--- src/rtl/core/sorted_deadline_timer_queue_macros.svh ---
// ----------------------------------------------------------------------------
// Assertion macros for the sorted deadline timer queue
// Shared concurrent assertion forms, clocked and disabled in reset.
// ----------------------------------------------------------------------------
`ifndef SORTED_DEADLINE_TIMER_QUEUE_MACROS_SVH
`define SORTED_DEADLINE_TIMER_QUEUE_MACROS_SVH

// Check that a condition holds at every clock edge out of reset.
`define SDTQ_ASSERT(label, clk, rst_n, prop, msg) \
  label: assert property (@(posedge clk) disable iff (!rst_n) (prop)) \
    else $error(msg);

// Check that a consequent holds in the same cycle as its antecedent.
`define SDTQ_IMPLY(label, clk, rst_n, ante, cons, msg) \
  label: assert property (@(posedge clk) disable iff (!rst_n) (ante) |-> (cons)) \
    else $error(msg);

`endif

--- src/rtl/core/sdtq_pkg.sv ---
// ----------------------------------------------------------------------------
// Sorted deadline timer queue package
// Shared defaults, operation and result codes, and control structs.
// ----------------------------------------------------------------------------
package sdtq_pkg;

  localparam int unsigned DefDepth    = 16;
  localparam int unsigned DefTimeBits = 32;
  localparam int unsigned DefTagBits  = 16;

  localparam int unsigned ActionW = 2;
  localparam int unsigned KindW   = 3;

  typedef enum logic [ActionW-1:0] {
    ACT_SCHEDULE = 2'd0,
    ACT_CANCEL   = 2'd1,
    ACT_PROCESS  = 2'd2,
    ACT_STATUS   = 2'd3
  } action_e;

  typedef enum logic [KindW-1:0] {
    KIND_SCHEDULED = 3'd0,
    KIND_FULL      = 3'd1,
    KIND_CANCELLED = 3'd2,
    KIND_MISS      = 3'd3,
    KIND_EXPIRED   = 3'd4,
    KIND_DONE      = 3'd5
  } kind_e;

  typedef enum logic [2:0] {
    ST_IDLE     = 3'd0,
    ST_DISPATCH = 3'd1,
    ST_SCAN     = 3'd2,
    ST_COMPACT  = 3'd3,
    ST_PROC     = 3'd4
  } state_e;

  // Operation broadcast to every cell of the chain
  typedef enum logic [2:0] {
    OP_HOLD    = 3'd0,
    OP_INSERT  = 3'd1,
    OP_KILL    = 3'd2,
    OP_COMPACT = 3'd3,
    OP_POP     = 3'd4
  } cell_op_e;

  typedef struct packed {
    cell_op_e op;
    logic     never;   // entry being inserted has an infinite deadline
  } cell_ctrl_t;

  // Head view of the chain
  typedef struct packed {
    logic head_occ;
    logic head_never;
    logic head_first;  // an insert would land at the head
    logic second_occ;
    logic second_never;
  } chain_stat_t;

endpackage

--- src/rtl/core/sdtq_in_if.sv ---
// ----------------------------------------------------------------------------
// Timer queue request channel
// Valid/ready channel carrying one request beat.
// ----------------------------------------------------------------------------
interface sdtq_in_if #(
  parameter int unsigned TIME_BITS = sdtq_pkg::DefTimeBits,
  parameter int unsigned TAG_BITS  = sdtq_pkg::DefTagBits,
  parameter int unsigned SLOT_BITS = $clog2(sdtq_pkg::DefDepth)
);
  logic                         valid;
  logic                         ready;
  logic [sdtq_pkg::ActionW-1:0] action;
  logic [TIME_BITS-1:0]         deadline_target;
  logic                         deadline_infinite;
  logic [TAG_BITS-1:0]          tag;
  logic [SLOT_BITS-1:0]         handle;
  logic [TIME_BITS-1:0]         now;

  modport source (
    output valid, action, deadline_target, deadline_infinite, tag, handle, now,
    input  ready
  );
  modport sink (
    input  valid, action, deadline_target, deadline_infinite, tag, handle, now,
    output ready
  );
endinterface

--- src/rtl/core/sdtq_out_if.sv ---
// ----------------------------------------------------------------------------
// Timer queue result channel
// Valid/ready channel carrying one result beat.
// ----------------------------------------------------------------------------
interface sdtq_out_if #(
  parameter int unsigned TIME_BITS = sdtq_pkg::DefTimeBits,
  parameter int unsigned TAG_BITS  = sdtq_pkg::DefTagBits,
  parameter int unsigned SLOT_BITS = $clog2(sdtq_pkg::DefDepth),
  parameter int unsigned CNT_BITS  = $clog2(sdtq_pkg::DefDepth + 1)
);
  logic                       valid;
  logic                       ready;
  logic [sdtq_pkg::KindW-1:0] kind;
  logic [SLOT_BITS-1:0]       slot;
  logic [TAG_BITS-1:0]        expired_tag;
  logic                       last;
  logic [CNT_BITS-1:0]        pending_count;
  logic                       head_present;
  logic [TIME_BITS-1:0]       next_target;
  logic                       next_infinite;

  modport source (
    output valid, kind, slot, expired_tag, last, pending_count, head_present,
           next_target, next_infinite,
    input  ready
  );
  modport sink (
    input  valid, kind, slot, expired_tag, last, pending_count, head_present,
           next_target, next_infinite,
    output ready
  );
endinterface

--- src/rtl/core/sdtq_cell.sv ---
// ----------------------------------------------------------------------------
// Timer queue cell
// One order position: holds an entry and trades it with its neighbors.
// ----------------------------------------------------------------------------
module sdtq_cell #(
  parameter int unsigned TIME_BITS = sdtq_pkg::DefTimeBits,
  parameter int unsigned TAG_BITS  = sdtq_pkg::DefTagBits,
  parameter int unsigned SLOT_BITS = $clog2(sdtq_pkg::DefDepth)
) (
  input  logic                 clk_i,
  input  logic                 rst_ni,
  input  sdtq_pkg::cell_ctrl_t ctrl_i,
  input  logic [TIME_BITS-1:0] new_target_i,
  input  logic [TAG_BITS-1:0]  new_tag_i,
  input  logic [SLOT_BITS-1:0] new_slot_i,
  input  logic                 prev_first_i,
  input  logic                 prev_occ_i,
  input  logic                 prev_never_i,
  input  logic [TIME_BITS-1:0] prev_target_i,
  input  logic [TAG_BITS-1:0]  prev_tag_i,
  input  logic [SLOT_BITS-1:0] prev_slot_i,
  input  logic                 next_occ_i,
  input  logic                 next_never_i,
  input  logic [TIME_BITS-1:0] next_target_i,
  input  logic [TAG_BITS-1:0]  next_tag_i,
  input  logic [SLOT_BITS-1:0] next_slot_i,
  output logic                 first_o,
  output logic                 occ_o,
  output logic                 never_o,
  output logic [TIME_BITS-1:0] target_o,
  output logic [TAG_BITS-1:0]  tag_o,
  output logic [SLOT_BITS-1:0] slot_o
);

  logic                 occ_q, occ_d;
  logic                 never_q, never_d;
  logic [TIME_BITS-1:0] target_q, target_d;
  logic [TAG_BITS-1:0]  tag_q, tag_d;
  logic [SLOT_BITS-1:0] slot_q, slot_d;

  // New entry sorts before this one (ties stay behind)
  assign first_o = !occ_q ||
                   (!ctrl_i.never && (never_q || (new_target_i < target_q)));

  // Select next contents per broadcast operation
  always_comb begin
    occ_d    = occ_q;
    never_d  = never_q;
    target_d = target_q;
    tag_d    = tag_q;
    slot_d   = slot_q;
    unique case (ctrl_i.op)
      sdtq_pkg::OP_INSERT: begin
        if (prev_first_i) begin
          occ_d    = prev_occ_i;
          never_d  = prev_never_i;
          target_d = prev_target_i;
          tag_d    = prev_tag_i;
          slot_d   = prev_slot_i;
        end else if (first_o) begin
          occ_d    = 1'b1;
          never_d  = ctrl_i.never;
          target_d = new_target_i;
          tag_d    = new_tag_i;
          slot_d   = new_slot_i;
        end
      end
      sdtq_pkg::OP_KILL: begin
        if (occ_q && (slot_q == new_slot_i)) begin
          occ_d = 1'b0;
        end
      end
      sdtq_pkg::OP_COMPACT: begin
        if (!occ_q) begin
          occ_d    = next_occ_i;
          never_d  = next_never_i;
          target_d = next_target_i;
          tag_d    = next_tag_i;
          slot_d   = next_slot_i;
        end else if (!prev_occ_i) begin
          occ_d = 1'b0;
        end
      end
      sdtq_pkg::OP_POP: begin
        occ_d    = next_occ_i;
        never_d  = next_never_i;
        target_d = next_target_i;
        tag_d    = next_tag_i;
        slot_d   = next_slot_i;
      end
      default: begin
        occ_d = occ_q;
      end
    endcase
  end

  // Occupancy flag
  always_ff @(posedge clk_i or negedge rst_ni) begin
    if (!rst_ni) begin
      occ_q <= 1'b0;
    end else begin
      occ_q <= occ_d;
    end
  end

  // Entry payload
  always_ff @(posedge clk_i) begin
    never_q  <= never_d;
    target_q <= target_d;
    tag_q    <= tag_d;
    slot_q   <= slot_d;
  end

  assign occ_o    = occ_q;
  assign never_o  = never_q;
  assign target_o = target_q;
  assign tag_o    = tag_q;
  assign slot_o   = slot_q;

endmodule

--- src/rtl/core/sdtq_chain.sv ---
// ----------------------------------------------------------------------------
// Timer queue cell chain
// Row of cells kept in deadline order, head at position zero.
// ----------------------------------------------------------------------------
module sdtq_chain #(
  parameter int unsigned DEPTH     = sdtq_pkg::DefDepth,
  parameter int unsigned TIME_BITS = sdtq_pkg::DefTimeBits,
  parameter int unsigned TAG_BITS  = sdtq_pkg::DefTagBits,
  parameter int unsigned SLOT_BITS = $clog2(sdtq_pkg::DefDepth)
) (
  input  logic                  clk_i,
  input  logic                  rst_ni,
  input  sdtq_pkg::cell_ctrl_t  ctrl_i,
  input  logic [TIME_BITS-1:0]  new_target_i,
  input  logic [TAG_BITS-1:0]   new_tag_i,
  input  logic [SLOT_BITS-1:0]  new_slot_i,
  output sdtq_pkg::chain_stat_t stat_o,
  output logic [TIME_BITS-1:0]  head_target_o,
  output logic [TAG_BITS-1:0]   head_tag_o,
  output logic [SLOT_BITS-1:0]  head_slot_o,
  output logic [TIME_BITS-1:0]  second_target_o
);

  // Index 0 and DEPTH+1 are boundary ties; cell i sits at index i+1
  logic                 first_w  [DEPTH+2];
  logic                 occ_w    [DEPTH+2];
  logic                 never_w  [DEPTH+2];
  logic [TIME_BITS-1:0] target_w [DEPTH+2];
  logic [TAG_BITS-1:0]  tag_w    [DEPTH+2];
  logic [SLOT_BITS-1:0] slot_w   [DEPTH+2];

  // Tie the front: nothing sorts ahead of the head, and it never looks empty
  assign first_w[0]  = 1'b0;
  assign occ_w[0]    = 1'b1;
  assign never_w[0]  = 1'b0;
  assign target_w[0] = '0;
  assign tag_w[0]    = '0;
  assign slot_w[0]   = '0;

  // Tie the tail: empty entry shifts in
  assign first_w[DEPTH+1]  = 1'b1;
  assign occ_w[DEPTH+1]    = 1'b0;
  assign never_w[DEPTH+1]  = 1'b0;
  assign target_w[DEPTH+1] = '0;
  assign tag_w[DEPTH+1]    = '0;
  assign slot_w[DEPTH+1]   = '0;

  for (genvar i = 1; i <= DEPTH; i++) begin : g_cell
    sdtq_cell #(
      .TIME_BITS (TIME_BITS),
      .TAG_BITS  (TAG_BITS),
      .SLOT_BITS (SLOT_BITS)
    ) u_cell (
      .clk_i         (clk_i),
      .rst_ni        (rst_ni),
      .ctrl_i        (ctrl_i),
      .new_target_i  (new_target_i),
      .new_tag_i     (new_tag_i),
      .new_slot_i    (new_slot_i),
      .prev_first_i  (first_w[i-1]),
      .prev_occ_i    (occ_w[i-1]),
      .prev_never_i  (never_w[i-1]),
      .prev_target_i (target_w[i-1]),
      .prev_tag_i    (tag_w[i-1]),
      .prev_slot_i   (slot_w[i-1]),
      .next_occ_i    (occ_w[i+1]),
      .next_never_i  (never_w[i+1]),
      .next_target_i (target_w[i+1]),
      .next_tag_i    (tag_w[i+1]),
      .next_slot_i   (slot_w[i+1]),
      .first_o       (first_w[i]),
      .occ_o         (occ_w[i]),
      .never_o       (never_w[i]),
      .target_o      (target_w[i]),
      .tag_o         (tag_w[i]),
      .slot_o        (slot_w[i])
    );
  end

  // Expose the two front positions
  assign stat_o.head_occ     = occ_w[1];
  assign stat_o.head_never   = never_w[1];
  assign stat_o.head_first   = first_w[1];
  assign stat_o.second_occ   = occ_w[2];
  assign stat_o.second_never = never_w[2];
  assign head_target_o       = target_w[1];
  assign head_tag_o          = tag_w[1];
  assign head_slot_o         = slot_w[1];
  assign second_target_o     = target_w[2];

endmodule

--- src/rtl/core/sorted_deadline_timer_queue.sv ---
// Status, full and cancel miss: the request beat is registered, then dispatch registers the result beat.
// Schedule: the slot bitmap is scanned one slot a cycle for the lowest free slot, then the entry is inserted.
// Cancel: the entry is killed, then the hole bubbles one cell a cycle through the chain.
// Process: one head pop a cycle per expired entry, while the result register is free.
// One request at a time; a new request is taken after the last result is registered.
// Reset: asynchronous; clears control, occupancy and slot bitmap, no clearing pass.
// ----------------------------------------------------------------------------
// Sorted deadline timer queue
// Timer entries kept in deadline order in a chain of cells, with a slot
// bitmap for handles and a sequencer that issues one chain operation a cycle.
// ----------------------------------------------------------------------------
`include "sorted_deadline_timer_queue_macros.svh"

module sorted_deadline_timer_queue #(
  parameter int unsigned DEPTH     = sdtq_pkg::DefDepth,
  parameter int unsigned TIME_BITS = sdtq_pkg::DefTimeBits,
  parameter int unsigned TAG_BITS  = sdtq_pkg::DefTagBits
) (
  input logic      clk_i,
  input logic      rst_ni,
  sdtq_in_if.sink  in_i,
  sdtq_out_if.source out_o
);

  localparam int unsigned SlotW = $clog2(DEPTH);
  localparam int unsigned CntW  = $clog2(DEPTH + 1);
  localparam int unsigned PadW  = 2 ** SlotW;
  localparam logic [SlotW-1:0] StepLast = SlotW'(DEPTH - 1);

  sdtq_pkg::state_e  state_q, state_d;
  sdtq_pkg::action_e action_q;
  logic [TIME_BITS-1:0] target_q;
  logic                 inf_q;
  logic [TAG_BITS-1:0]  tag_q;
  logic [SlotW-1:0]     handle_q;
  logic [TIME_BITS-1:0] now_q;

  logic [DEPTH-1:0] slot_valid_q, slot_valid_d;
  logic [PadW-1:0]  valid_pad;
  logic [CntW-1:0]  count_q, count_d;
  logic [SlotW-1:0] scan_q, scan_d;
  logic [SlotW-1:0] step_q, step_d;

  sdtq_pkg::cell_ctrl_t  ctrl;
  sdtq_pkg::chain_stat_t stat;
  logic [TIME_BITS-1:0]  head_target;
  logic [TAG_BITS-1:0]   head_tag;
  logic [SlotW-1:0]      head_slot;
  logic [TIME_BITS-1:0]  second_target;
  logic [SlotW-1:0]      chain_slot;

  logic in_accept, out_free, hit, expire;

  logic                 emit;
  sdtq_pkg::kind_e      e_kind;
  logic [SlotW-1:0]     e_slot;
  logic [TAG_BITS-1:0]  e_tag;
  logic                 e_last;
  logic [CntW-1:0]      e_cnt;
  logic                 e_has;
  logic [TIME_BITS-1:0] e_tgt;
  logic                 e_inf;

  logic                 out_valid_q;
  sdtq_pkg::kind_e      kind_q;
  logic [SlotW-1:0]     slot_q;
  logic [TAG_BITS-1:0]  etag_q;
  logic                 last_q;
  logic [CntW-1:0]      cnt_q;
  logic                 has_q;
  logic [TIME_BITS-1:0] ntgt_q;
  logic                 ninf_q;

  assign in_accept = in_i.valid && in_i.ready;
  assign out_free  = !out_valid_q || out_o.ready;
  assign valid_pad = PadW'(slot_valid_q);
  assign hit       = (CntW'(handle_q) < CntW'(DEPTH)) && valid_pad[handle_q];
  assign expire    = stat.head_occ && !stat.head_never && (head_target <= now_q);
  // Cancel matches on the handle, insert writes the scanned slot
  assign chain_slot = (state_q == sdtq_pkg::ST_SCAN) ? scan_q : handle_q;

  sdtq_chain #(
    .DEPTH     (DEPTH),
    .TIME_BITS (TIME_BITS),
    .TAG_BITS  (TAG_BITS),
    .SLOT_BITS (SlotW)
  ) u_chain (
    .clk_i           (clk_i),
    .rst_ni          (rst_ni),
    .ctrl_i          (ctrl),
    .new_target_i    (target_q),
    .new_tag_i       (tag_q),
    .new_slot_i      (chain_slot),
    .stat_o          (stat),
    .head_target_o   (head_target),
    .head_tag_o      (head_tag),
    .head_slot_o     (head_slot),
    .second_target_o (second_target)
  );

  // Sequence one chain operation per cycle and build result beats
  always_comb begin
    state_d      = state_q;
    scan_d       = scan_q;
    step_d       = step_q;
    count_d      = count_q;
    slot_valid_d = slot_valid_q;
    ctrl.op      = sdtq_pkg::OP_HOLD;
    ctrl.never   = inf_q;
    in_i.ready   = 1'b0;
    emit         = 1'b0;
    e_kind       = sdtq_pkg::KIND_DONE;
    e_slot       = '0;
    e_tag        = '0;
    e_last       = 1'b1;
    e_cnt        = count_q;
    e_has        = stat.head_occ;
    e_tgt        = stat.head_occ ? head_target : '0;
    e_inf        = stat.head_occ && stat.head_never;
    unique case (state_q)
      sdtq_pkg::ST_IDLE: begin
        in_i.ready = 1'b1;
        if (in_i.valid) begin
          state_d = sdtq_pkg::ST_DISPATCH;
        end
      end
      sdtq_pkg::ST_DISPATCH: begin
        unique case (action_q)
          sdtq_pkg::ACT_SCHEDULE: begin
            if (count_q == CntW'(DEPTH)) begin
              if (out_free) begin
                emit    = 1'b1;
                e_kind  = sdtq_pkg::KIND_FULL;
                state_d = sdtq_pkg::ST_IDLE;
              end
            end else begin
              scan_d  = '0;
              state_d = sdtq_pkg::ST_SCAN;
            end
          end
          sdtq_pkg::ACT_CANCEL: begin
            if (hit) begin
              ctrl.op                = sdtq_pkg::OP_KILL;
              slot_valid_d[handle_q] = 1'b0;
              count_d                = count_q - CntW'(1);
              step_d                 = '0;
              state_d                = sdtq_pkg::ST_COMPACT;
            end else if (out_free) begin
              emit    = 1'b1;
              e_kind  = sdtq_pkg::KIND_MISS;
              e_slot  = handle_q;
              state_d = sdtq_pkg::ST_IDLE;
            end
          end
          sdtq_pkg::ACT_PROCESS: begin
            state_d = sdtq_pkg::ST_PROC;
          end
          default: begin
            if (out_free) begin
              emit    = 1'b1;
              state_d = sdtq_pkg::ST_IDLE;
            end
          end
        endcase
      end
      sdtq_pkg::ST_SCAN: begin
        if (!valid_pad[scan_q]) begin
          if (out_free) begin
            ctrl.op              = sdtq_pkg::OP_INSERT;
            slot_valid_d[scan_q] = 1'b1;
            count_d              = count_q + CntW'(1);
            emit                 = 1'b1;
            e_kind               = sdtq_pkg::KIND_SCHEDULED;
            e_slot               = scan_q;
            e_cnt                = count_q + CntW'(1);
            e_has                = 1'b1;
            if (stat.head_first) begin
              e_tgt = target_q;
              e_inf = inf_q;
            end
            state_d = sdtq_pkg::ST_IDLE;
          end
        end else begin
          scan_d = scan_q + SlotW'(1);
        end
      end
      sdtq_pkg::ST_COMPACT: begin
        ctrl.op = sdtq_pkg::OP_COMPACT;
        if (step_q == StepLast) begin
          if (out_free) begin
            emit    = 1'b1;
            e_kind  = sdtq_pkg::KIND_CANCELLED;
            e_slot  = handle_q;
            state_d = sdtq_pkg::ST_IDLE;
          end
        end else begin
          step_d = step_q + SlotW'(1);
        end
      end
      sdtq_pkg::ST_PROC: begin
        if (out_free) begin
          emit = 1'b1;
          if (expire) begin
            ctrl.op                 = sdtq_pkg::OP_POP;
            slot_valid_d[head_slot] = 1'b0;
            count_d                 = count_q - CntW'(1);
            e_kind                  = sdtq_pkg::KIND_EXPIRED;
            e_slot                  = head_slot;
            e_tag                   = head_tag;
            e_last                  = 1'b0;
            e_cnt                   = count_q - CntW'(1);
            e_has                   = stat.second_occ;
            e_tgt                   = stat.second_occ ? second_target : '0;
            e_inf                   = stat.second_occ && stat.second_never;
          end else begin
            state_d = sdtq_pkg::ST_IDLE;
          end
        end
      end
      default: begin
        state_d = sdtq_pkg::ST_IDLE;
      end
    endcase
  end

  // Control state
  always_ff @(posedge clk_i or negedge rst_ni) begin
    if (!rst_ni) begin
      state_q      <= sdtq_pkg::ST_IDLE;
      slot_valid_q <= '0;
      count_q      <= '0;
      scan_q       <= '0;
      step_q       <= '0;
      out_valid_q  <= 1'b0;
    end else begin
      state_q      <= state_d;
      slot_valid_q <= slot_valid_d;
      count_q      <= count_d;
      scan_q       <= scan_d;
      step_q       <= step_d;
      out_valid_q  <= emit || (out_valid_q && !out_o.ready);
    end
  end

  // Capture the request beat
  always_ff @(posedge clk_i) begin
    if (in_accept) begin
      action_q <= sdtq_pkg::action_e'(in_i.action);
      target_q <= in_i.deadline_target;
      inf_q    <= in_i.deadline_infinite;
      tag_q    <= in_i.tag;
      handle_q <= in_i.handle;
      now_q    <= in_i.now;
    end
  end

  // Result beat register
  always_ff @(posedge clk_i) begin
    if (emit) begin
      kind_q <= e_kind;
      slot_q <= e_slot;
      etag_q <= e_tag;
      last_q <= e_last;
      cnt_q  <= e_cnt;
      has_q  <= e_has;
      ntgt_q <= e_tgt;
      ninf_q <= e_inf;
    end
  end

  assign out_o.valid         = out_valid_q;
  assign out_o.kind          = kind_q;
  assign out_o.slot          = slot_q;
  assign out_o.expired_tag   = etag_q;
  assign out_o.last          = last_q;
  assign out_o.pending_count = cnt_q;
  assign out_o.head_present  = has_q;
  assign out_o.next_target   = ntgt_q;
  assign out_o.next_infinite = ninf_q;

  // Queue length stays within capacity and matches the slot bitmap
  `SDTQ_ASSERT(a_count_range, clk_i, rst_ni, count_q <= CntW'(DEPTH), "count above capacity")
  `SDTQ_ASSERT(a_count_bitmap, clk_i, rst_ni, $countones(slot_valid_q) == int'(count_q), "count differs from slot bitmap")
  // Outside compaction the chain head is occupied exactly when entries are queued
  `SDTQ_IMPLY(a_head_occ, clk_i, rst_ni, state_q != sdtq_pkg::ST_COMPACT, stat.head_occ == (count_q != '0), "chain head disagrees with count")
  // Only expiry beats may be followed by more beats of the same request
  `SDTQ_IMPLY(a_last_beat, clk_i, rst_ni, out_valid_q && (kind_q != sdtq_pkg::KIND_EXPIRED), last_q, "non-expiry beat without last")

endmodule
--- src/flat_wrapper.sv ---
// flat-port wrapper written by rule: the top's interface ports become plain ports
module sorted_deadline_timer_queue_flat 
#(
  parameter int unsigned DEPTH     = sdtq_pkg::DefDepth,
  parameter int unsigned TIME_BITS = sdtq_pkg::DefTimeBits,
  parameter int unsigned TAG_BITS  = sdtq_pkg::DefTagBits
)
  (clk_i, rst_ni, in_i_valid, in_i_action, in_i_deadline_target, in_i_deadline_infinite, in_i_tag, in_i_handle, in_i_now, in_i_ready, out_o_valid, out_o_kind, out_o_slot, out_o_expired_tag, out_o_last, out_o_pending_count, out_o_head_present, out_o_next_target, out_o_next_infinite, out_o_ready);
  sdtq_in_if #(.TIME_BITS(TIME_BITS), .TAG_BITS(TAG_BITS)) in_i_i ();
  sdtq_out_if #(.TIME_BITS(TIME_BITS), .TAG_BITS(TAG_BITS)) out_o_i ();
  input logic clk_i;
  input logic rst_ni;
  input wire logic [$bits(in_i_i.valid)-1:0] in_i_valid;
  input wire logic [$bits(in_i_i.action)-1:0] in_i_action;
  input wire logic [$bits(in_i_i.deadline_target)-1:0] in_i_deadline_target;
  input wire logic [$bits(in_i_i.deadline_infinite)-1:0] in_i_deadline_infinite;
  input wire logic [$bits(in_i_i.tag)-1:0] in_i_tag;
  input wire logic [$bits(in_i_i.handle)-1:0] in_i_handle;
  input wire logic [$bits(in_i_i.now)-1:0] in_i_now;
  output wire logic [$bits(in_i_i.ready)-1:0] in_i_ready;
  output wire logic [$bits(out_o_i.valid)-1:0] out_o_valid;
  output wire logic [$bits(out_o_i.kind)-1:0] out_o_kind;
  output wire logic [$bits(out_o_i.slot)-1:0] out_o_slot;
  output wire logic [$bits(out_o_i.expired_tag)-1:0] out_o_expired_tag;
  output wire logic [$bits(out_o_i.last)-1:0] out_o_last;
  output wire logic [$bits(out_o_i.pending_count)-1:0] out_o_pending_count;
  output wire logic [$bits(out_o_i.head_present)-1:0] out_o_head_present;
  output wire logic [$bits(out_o_i.next_target)-1:0] out_o_next_target;
  output wire logic [$bits(out_o_i.next_infinite)-1:0] out_o_next_infinite;
  input wire logic [$bits(out_o_i.ready)-1:0] out_o_ready;
  assign in_i_i.valid = in_i_valid;
  assign in_i_i.action = in_i_action;
  assign in_i_i.deadline_target = in_i_deadline_target;
  assign in_i_i.deadline_infinite = in_i_deadline_infinite;
  assign in_i_i.tag = in_i_tag;
  assign in_i_i.handle = in_i_handle;
  assign in_i_i.now = in_i_now;
  assign in_i_ready = in_i_i.ready;
  assign out_o_valid = out_o_i.valid;
  assign out_o_kind = out_o_i.kind;
  assign out_o_slot = out_o_i.slot;
  assign out_o_expired_tag = out_o_i.expired_tag;
  assign out_o_last = out_o_i.last;
  assign out_o_pending_count = out_o_i.pending_count;
  assign out_o_head_present = out_o_i.head_present;
  assign out_o_next_target = out_o_i.next_target;
  assign out_o_next_infinite = out_o_i.next_infinite;
  assign out_o_i.ready = out_o_ready;
  sorted_deadline_timer_queue #(.DEPTH(DEPTH), .TIME_BITS(TIME_BITS), .TAG_BITS(TAG_BITS)) u_core (.clk_i(clk_i), .rst_ni(rst_ni), .in_i(in_i_i), .out_o(out_o_i));
endmodule
--- config.mk ---
export PLATFORM = sky130hd
export DESIGN_NAME = sorted_deadline_timer_queue_flat
export DESIGN_NICKNAME = d
export VERILOG_FILES = /design/src/rtl/core/sdtq_pkg.sv /design/src/rtl/core/sdtq_in_if.sv /design/src/rtl/core/sdtq_out_if.sv /design/src/rtl/core/sdtq_cell.sv /design/src/rtl/core/sdtq_chain.sv /design/src/rtl/core/sorted_deadline_timer_queue.sv /design/src/flat_wrapper.sv
export VERILOG_INCLUDE_DIRS = /design/src /design/src/rtl/core
export SDC_FILE = /design/constraint.sdc
export NUM_CORES = 2
export LEC_CHECK = 0
export ABC_AREA = 0
export BUFFER_PORTS_ARGS = -buffer_cell sky130_fd_sc_hd__buf_2
export CAP_MARGIN = 20
export CORE_ASPECT_RATIO = 0.8
export CORE_MARGIN = 10
export CORE_UTILIZATION = 40
export DETAILED_ROUTE_END_ITERATION = 7
export PLACE_DENSITY = 0.65
export SETUP_SLACK_MARGIN = 0.02
export SLEW_MARGIN = 20
export SYNTH_ARGS = -nofsm -noshare
export SYNTH_HDL_FRONTEND = slang
export SYNTH_SLANG_ARGS = --single-unit
export TNS_END_PERCENT = 10
--- constraint.sdc ---
create_clock -name clk_i -period 9.55 [get_ports clk_i]
set_clock_uncertainty 0.2 [all_clocks]
set_input_delay 0.4775 -clock clk_i [delete_from_list [all_inputs] [get_ports clk_i]]
set_output_delay 0.4775 -clock clk_i [all_outputs]
set_load 0.005 [all_outputs]
Yosys cells after proc, flatten, opt, wreduce, memory -nomap -nowiden
Index checks and enable logic that the tools add are counted.
W data, S select, Z words.

storage, ports and cells
  bits in registers = 1047
  output and inout port bits = 65
  logic and storage cells = 808

operators by class
  equality and inequality tests = 89
  muxes and demuxes = 446
  reduce and logical (&&, ||, !) cells = 141
  order comparisons = 23
  add/subtract/negate cells = 4
  bitwise logic cells = 5

operator list
  cell                  number
  $mux W32              54
  $pmux W32 S3          16
  $mux W16              53
  $pmux W16 S3          17
  $lt A32 B32 Y1        16
  $mux W4               62
  $pmux W4 S3           16
  $mux W1               148
  $reduce_and A3 Y1     34
  $pmux W1 S4           17
  $eq A4 B4 Y1          16
  $ne A2 B2 Y1 const B  32
  $pmux W32 S2          1
  $mux W3               21
  $pmux W1 S3           17
  $logic_and A1 B1 Y1   41
  $logic_or A1 B1 Y1    34
  $and A16 B16 Y16      2
  $le A32 B32 Y1        1
  $not A16 Y16          2
  $mux W5               6
  $ne A2 B1 Y1 const B  14
  $pmux W3 S4           2
  $ne A3 B1 Y1 const B  7
  other kinds (36)      79

Depth between registers and ports, before layout
  depth after elaboration = 9
  gate-level depth with buffers = 14

By module
Synthesis repeated with hierarchy kept, for this count alone.

unflattened totals
  cell total of the unflattened synthesis = 6621
  area, all modules = 67337.1 µm²

modules (own cells, without submodules)
  module                       instances  area an instance (µm²)  cells an instance
  sdtq_cell                    16         3644.7                  367
  sorted_deadline_timer_queue  1          8976.1                  742
  sdtq_chain                   1          45.0                    7

Worst setup path before layout
Ideal clock, no wire load.

  kind = register to register
  from = register u_core.u_chain.g_cell[1].u_cell.target_q[25]
  to = register u_core.u_chain.g_cell[1].u_cell.never_q (enable)
  setup slack = 2.262 ns
  library setup time = 0.543 ns
  stages on the path, launching flop included = 13
  arrival time = 6.545 ns
  buffers on the path = 3
  cells stage by stage = edfxtp_1 ha_1 a21o_1 a221o_1 o211ai_2 nand4_1 o211a_1 o21ai_4 buf_4 buf_4 nor2_1 buf_2 a211oi_1

on the way
  longest elaborated chain between the ends = 8

ends and longest elaborated chain
  what                                                                        RTL line                            RTL
  start: declaration                                                          sdtq_cell.sv:37                     logic [TIME_BITS-1:0] target_q, target_d;
  start signal: assignment                                                    sdtq_cell.sv:109                    target_q <= target_d;
  $le A32 B32 Y1                                                              sorted_deadline_timer_queue.sv:78   assign expire = stat.head_occ && !stat.head_never && (head_target <= now_q);
  $logic_and A1 B1 Y1                                                         sorted_deadline_timer_queue.sv:78
  $mux W3                                                                     sorted_deadline_timer_queue.sv:203  if (expire) begin
  $mux W3                                                                     sorted_deadline_timer_queue.sv:201  if (out_free) begin
  $pmux W3 S4                                                                 sorted_deadline_timer_queue.sv:120  unique case (state_q)
  $eq A3 B1 Y1 (tied with other cells)                                        sdtq_cell.sv:52                     unique case (ctrl_i.op)
  $ne A2 B2 Y1 (no source line) / $reduce_bool A3 Y1 (equally long branches)  -
  $reduce_and A3 Y1 (no source line) *                                        -
  end signal: assignment                                                      sdtq_cell.sv:108                    never_q <= never_d;
  end: declaration                                                            sdtq_cell.sv:36                     logic never_q, never_d;

Mark *: on every way between the ends. The rest lies on a longest branch, timed or not.
A chain may end at the register's enable or synchronous reset.

Worst setup path after layout
  from = register u_core.u_chain.g_cell[1].u_cell.target_q[29]
  to = register u_core.u_chain.g_cell[13].u_cell.target_q[20] (data pin)

on the way
  longest elaborated chain between the ends = 7

ends and longest elaborated chain
  what                                                     RTL line
  $le A32 B32 Y1 *                                         sorted_deadline_timer_queue.sv:78
  $logic_and A1 B1 Y1 *                                    sorted_deadline_timer_queue.sv:78
  $mux W3 *                                                sorted_deadline_timer_queue.sv:203
  $mux W3 *                                                sorted_deadline_timer_queue.sv:201
  $pmux W3 S4 *                                            sorted_deadline_timer_queue.sv:120
  $eq A3 B3 Y1 (tied with other cells)                     sdtq_cell.sv:52
  $pmux W32 S3 *                                           sdtq_cell.sv:52
  named net u_core.u_chain.g_cell[13].u_cell.target_d[20]  sdtq_cell.sv:37
  end signal: assignment                                   sdtq_cell.sv:109
  end: declaration                                         sdtq_cell.sv:37

Mark *: on every way through the listed nets, which the timed path passes. The rest lies on a longest branch.

==> impl_metrics.csv <==
group,metric,value,unit
routing,via_per_inst,5.83,
global_route,grt_pass1_vias,49448,
place,gp_congestion,0.953,
place,io_buffer_count,155,
power_and_ir_drop,p_int,14.0,mW
setup_path,crit_chain,"ha_1 -> and4_1 -> nand4_1 -> nor3_1 -> nand3_1 -> o211a_1 -> o21ai_4 -> buf_4 -> buf_12 -> buf_4 -> o21ai_1",
clock_tree,cts_inserted_buffers,111,
timing,rsz0062_at_grt,"no",
power_and_ir_drop,power,24.2,mW
clock_tree,clock_latency,0.76,ns
worst_hold_path,hold_path_class,"input pin to async pin",
power_and_ir_drop,power_frac_comb,44.4,%
logic_synthesis,synth_edf_count,998,
status,status,"finished, final reports clean",
global_route,grt_max_degree,278,
timing,timing.final.ws_setup,2.94,ns
routing,route.final.wire_length,209,mm
cells_and_area,ff_latch_area,31200,um^2
power_and_ir_drop,power_switching,10.2,mW
die,fp.coreArea,164000,um^2
logic_synthesis,netlist-cell-type-count,85,
global_route,track_usage,22.1,%
power_and_ir_drop,p_seq_share,37.0,%
clock_tree,cts_sinks,1047,
clock_tree,hold_buffers,89,
logic_synthesis,synth_nets,7128,
global_route,grt_pass1_wl,313,mm
cells_and_area,drive_above_1_share,7.71,%
timing,fin_crit_sh,69.2,%
clock_tree,post_cts_resized,0,
setup_path,start_kind,"register",
place,placed_area,68700,um^2
routing,drc,0,
setup_path,end_kind,"register",
routing,postRouteAntennaNets,0,
power_and_ir_drop,peakVddDrop,0.335,mV
logic_synthesis,ys_seq_elements,1047,
place,dp_hpwl,142,mm
setup_path,worstPathRequired,9.79,ns
cells_and_area,multiInputGateArea,30800,um^2
routing,post_drt_wl_per_cell,23.7,um
die,die_area,181000,um^2
routing,vias,51304,
logic_synthesis,syn_area,65800,um^2
power_and_ir_drop,power_switching_share,42.2,%
power_and_ir_drop,powerDensity,330,nW/um^2
setup_path,reg2reg_depth,11,
timing,finalHoldViolCount,0,
die,start_util,40.1,%
logic_synthesis,ys_seq_area_share,47.4,%
cells_and_area,finish.instance_area,73200,um^2
clock_tree,root_buffer,"clkbuf_16",
global_route,grt_overflow_total,0,
timing,finalMaxSlewViolations,0,
clock_tree,cts_tree,"yes",
timing,slew_headroom,9.29,%
logic_synthesis,synthArstFlopShare,4.68,%
global_route,antenna_found_initial,11,
clock_tree,cts_buffer_depth,3,
cells_and_area,post-route-util,44.7,%
die,rows,133,
timing,setup_viol,0,
cells_and_area,nets,7175,
die,ios,156,
setup_path,crit_type,"register to register",
cells_and_area,fillers,15286,
setup_path,critPathSlowestCell,"nor3_1",
logic_synthesis,postSynthCellCount,6502,
logic_synthesis,synth_area_per_cell,10.1,um^2
timing,worst_pin_slew,1.36,ns
setup_path,cp_max_fo,235,
setup_path,worst_path_most_repeated_cell,"buf_4",
clock_tree,cts_setup_buffers,0,
routing,drt_first_pass_iters,8,
timing,fin_crit,6.61,ns
timing,setup-tns-final,0,ns
logic_synthesis,synthFlopType,"edfxtp_1",
timing,max_freq,151,MHz
routing,drt_iter0_drc,6480,
setup_path,max_stage_delay,0.97,ns
setup_path,crit_arrival,6.85,ns
die,fp.dieW,473,um
logic_synthesis,yosys_warnings,0,
flow_run,max-cap-violations,0,
clock_tree,h-tree-depth,3,
clock_tree,cts.clk_slew.worst_paths,0.07,ns
power_and_ir_drop,p_leak,29.6,nW
power_and_ir_drop,p_clk_share,18.6,%
die,die-height,383,um
cells_and_area,area_growth,11.3,%
place,place_ws,3.25,ns
[area by class of cell]
class                      instances  area share, %
antenna                            3         0.0102
clock buffer                     136           3.98
multi-input combinational       4433           42.1
timing repair buffer             365           3.67
tap                             2160           3.69
inverter                         591           3.03
sequential                      1047           42.6
clock inverter                    67          0.950
[worst paths after layout]
check,endpoint,slack [ns],start
setup / recovery,u_core.u_chain.g_cell[13].u_cell.target_o[20],2.94,u_core.u_chain.g_cell[1].u_cell.target_o[29]
hold / removal,u_core.count_q[1],0.20,rst_ni
setup reg to reg,u_core.u_chain.g_cell[13].u_cell.target_o[20],2.94,u_core.u_chain.g_cell[1].u_cell.target_o[29]
hold reg to reg,u_core.u_chain.g_cell[15].u_cell.tag_o[12],0.33,u_core.u_chain.g_cell[16].u_cell.tag_o[12]
max in group asynchronous,u_core.slot_valid_q[3],8.46,rst_ni
min in group clk_i,u_core.state_q[0],0.22,out_o_ready
[critical path: cells and delay by family, from the launching register on]
family | cells | cell delay [ns]
and+or+nand+nor | 4 | 1.92
adders and majority gates | 1 | 0.36
buffers and inverters | 3 | 2.05
DFF | 1 | 0.51
AOI/OAI and AO/OA | 3 | 0.74
[cell usage in the layout (no fill, tap or decap), types with 31 or more instances in the layout]
cell,Yosys,routed
ha_1,535,535
dfrtp_1,49,49
mux2i_1,741,739
nand3_1,41,41
a211oi_1,35,31
inv_1,588,588
edfxtp_1,998,998
nor3_1,47,43
nand2_1,820,820
a21oi_1,389,385
o21ai_0,500,499
and3_1,37,36
nand4_1,73,73
buf_2,190,155
xnor2_1,56,56
a21o_1,86,86
dlygate4sd3_1,0,89
o21ai_1,298,298
clkbuf_16,0,112
buf_4,22,112
nor2_1,363,357
[kinds of logic (layout without fill, tap and decap cells)]
group	Yosys count	count (layout)	synth area share (%)
other	0	3	0
buffers and inverters	1022	1159	6.33
xor gates and xnor gates	69	69	0.918
and+or+nand+nor	1500	1500	9.68
DFF	1047	1047	47.4
AOI/OAI and AO/OA	1572	1572	13.8
muxes	757	757	11.7
adders and majority gates	535	535	10.2
[power by group through the flow]
| stage | registers, mW | logic (mW) | clock network, mW |
|---|---|---|---|
| 2_1_floorplan | 8.62 | 7.16 | 0 |
| 3_3_place_gp | 8.95 | 10.2 | 0 |
| 3_5_place_dp | 8.98 | 10.5 | 0 |
| 4_1_cts | 8.90 | 10.5 | 4.56 |
| 5_1_grt | 9.10 | 11.7 | 4.73 |
| 6_report | 8.95 | 10.7 | 4.50 |
[metal layers]
metal  track usage (%)  vias to the layer above  part of all wire [%]
met4              7.32                        6                   3.7
met2              32.2                     2307                    42
met5                 0                        -                 0.020
met3              4.28                      349                   9.1
li1                  -                    23512                     -
met1              32.7                    25130                    45
[state kept, by name, indices dropped and copies added (netlist names), 32 cells and up]
name	cells
u_core.out_o.next_target	32
u_core.u_chain.g_cell.u_cell.slot_o	64
u_core.now_q	32
u_core.target_q	32
u_core.u_chain.g_cell.u_cell.target_o	512
u_core.u_chain.g_cell.u_cell.tag_o	256
[synth_stat cells (12+ instances only)]
cell type | n | area, um^2
buf_1 | 18 | 67.6
a21o_1 | 86 | 646
ha_1 | 535 | 6690
a2111oi_0 | 20 | 175
o21a_1 | 17 | 128
nand3_1 | 41 | 205
nor2_1 | 363 | 1360
edfxtp_1 | 998 | 30000
xnor2_1 | 56 | 490
a222oi_1 | 25 | 250
dfrtp_1 | 49 | 1230
buf_2 | 190 | 951
nor2b_1 | 30 | 188
clkbuf_1 | 199 | 747
nor3_1 | 47 | 235
nand2b_1 | 25 | 156
a211oi_1 | 35 | 263
and2_1 | 12 | 75.1
a22oi_1 | 26 | 195
o21ai_1 | 298 | 1490
xor2_1 | 13 | 114
and3_1 | 37 | 231
buf_4 | 22 | 165
mux2i_1 | 741 | 7420
nand2_1 | 820 | 3080
a21oi_1 | 389 | 1950
a31oi_1 | 29 | 181
a221oi_1 | 12 | 105
nand4_1 | 73 | 457
nor4_1 | 19 | 119
inv_1 | 588 | 2210
o21ai_0 | 500 | 2500
[through the flow]
stage               hold slack, ns  instances
CTS                          0.167       8798
finish                       0.197       8802
global placement             0.305       8504
floorplan                  -0.0181       6502
detailed placement           0.315       8506
global route                 0.212       8800
(Power assumes the default switching activity.)
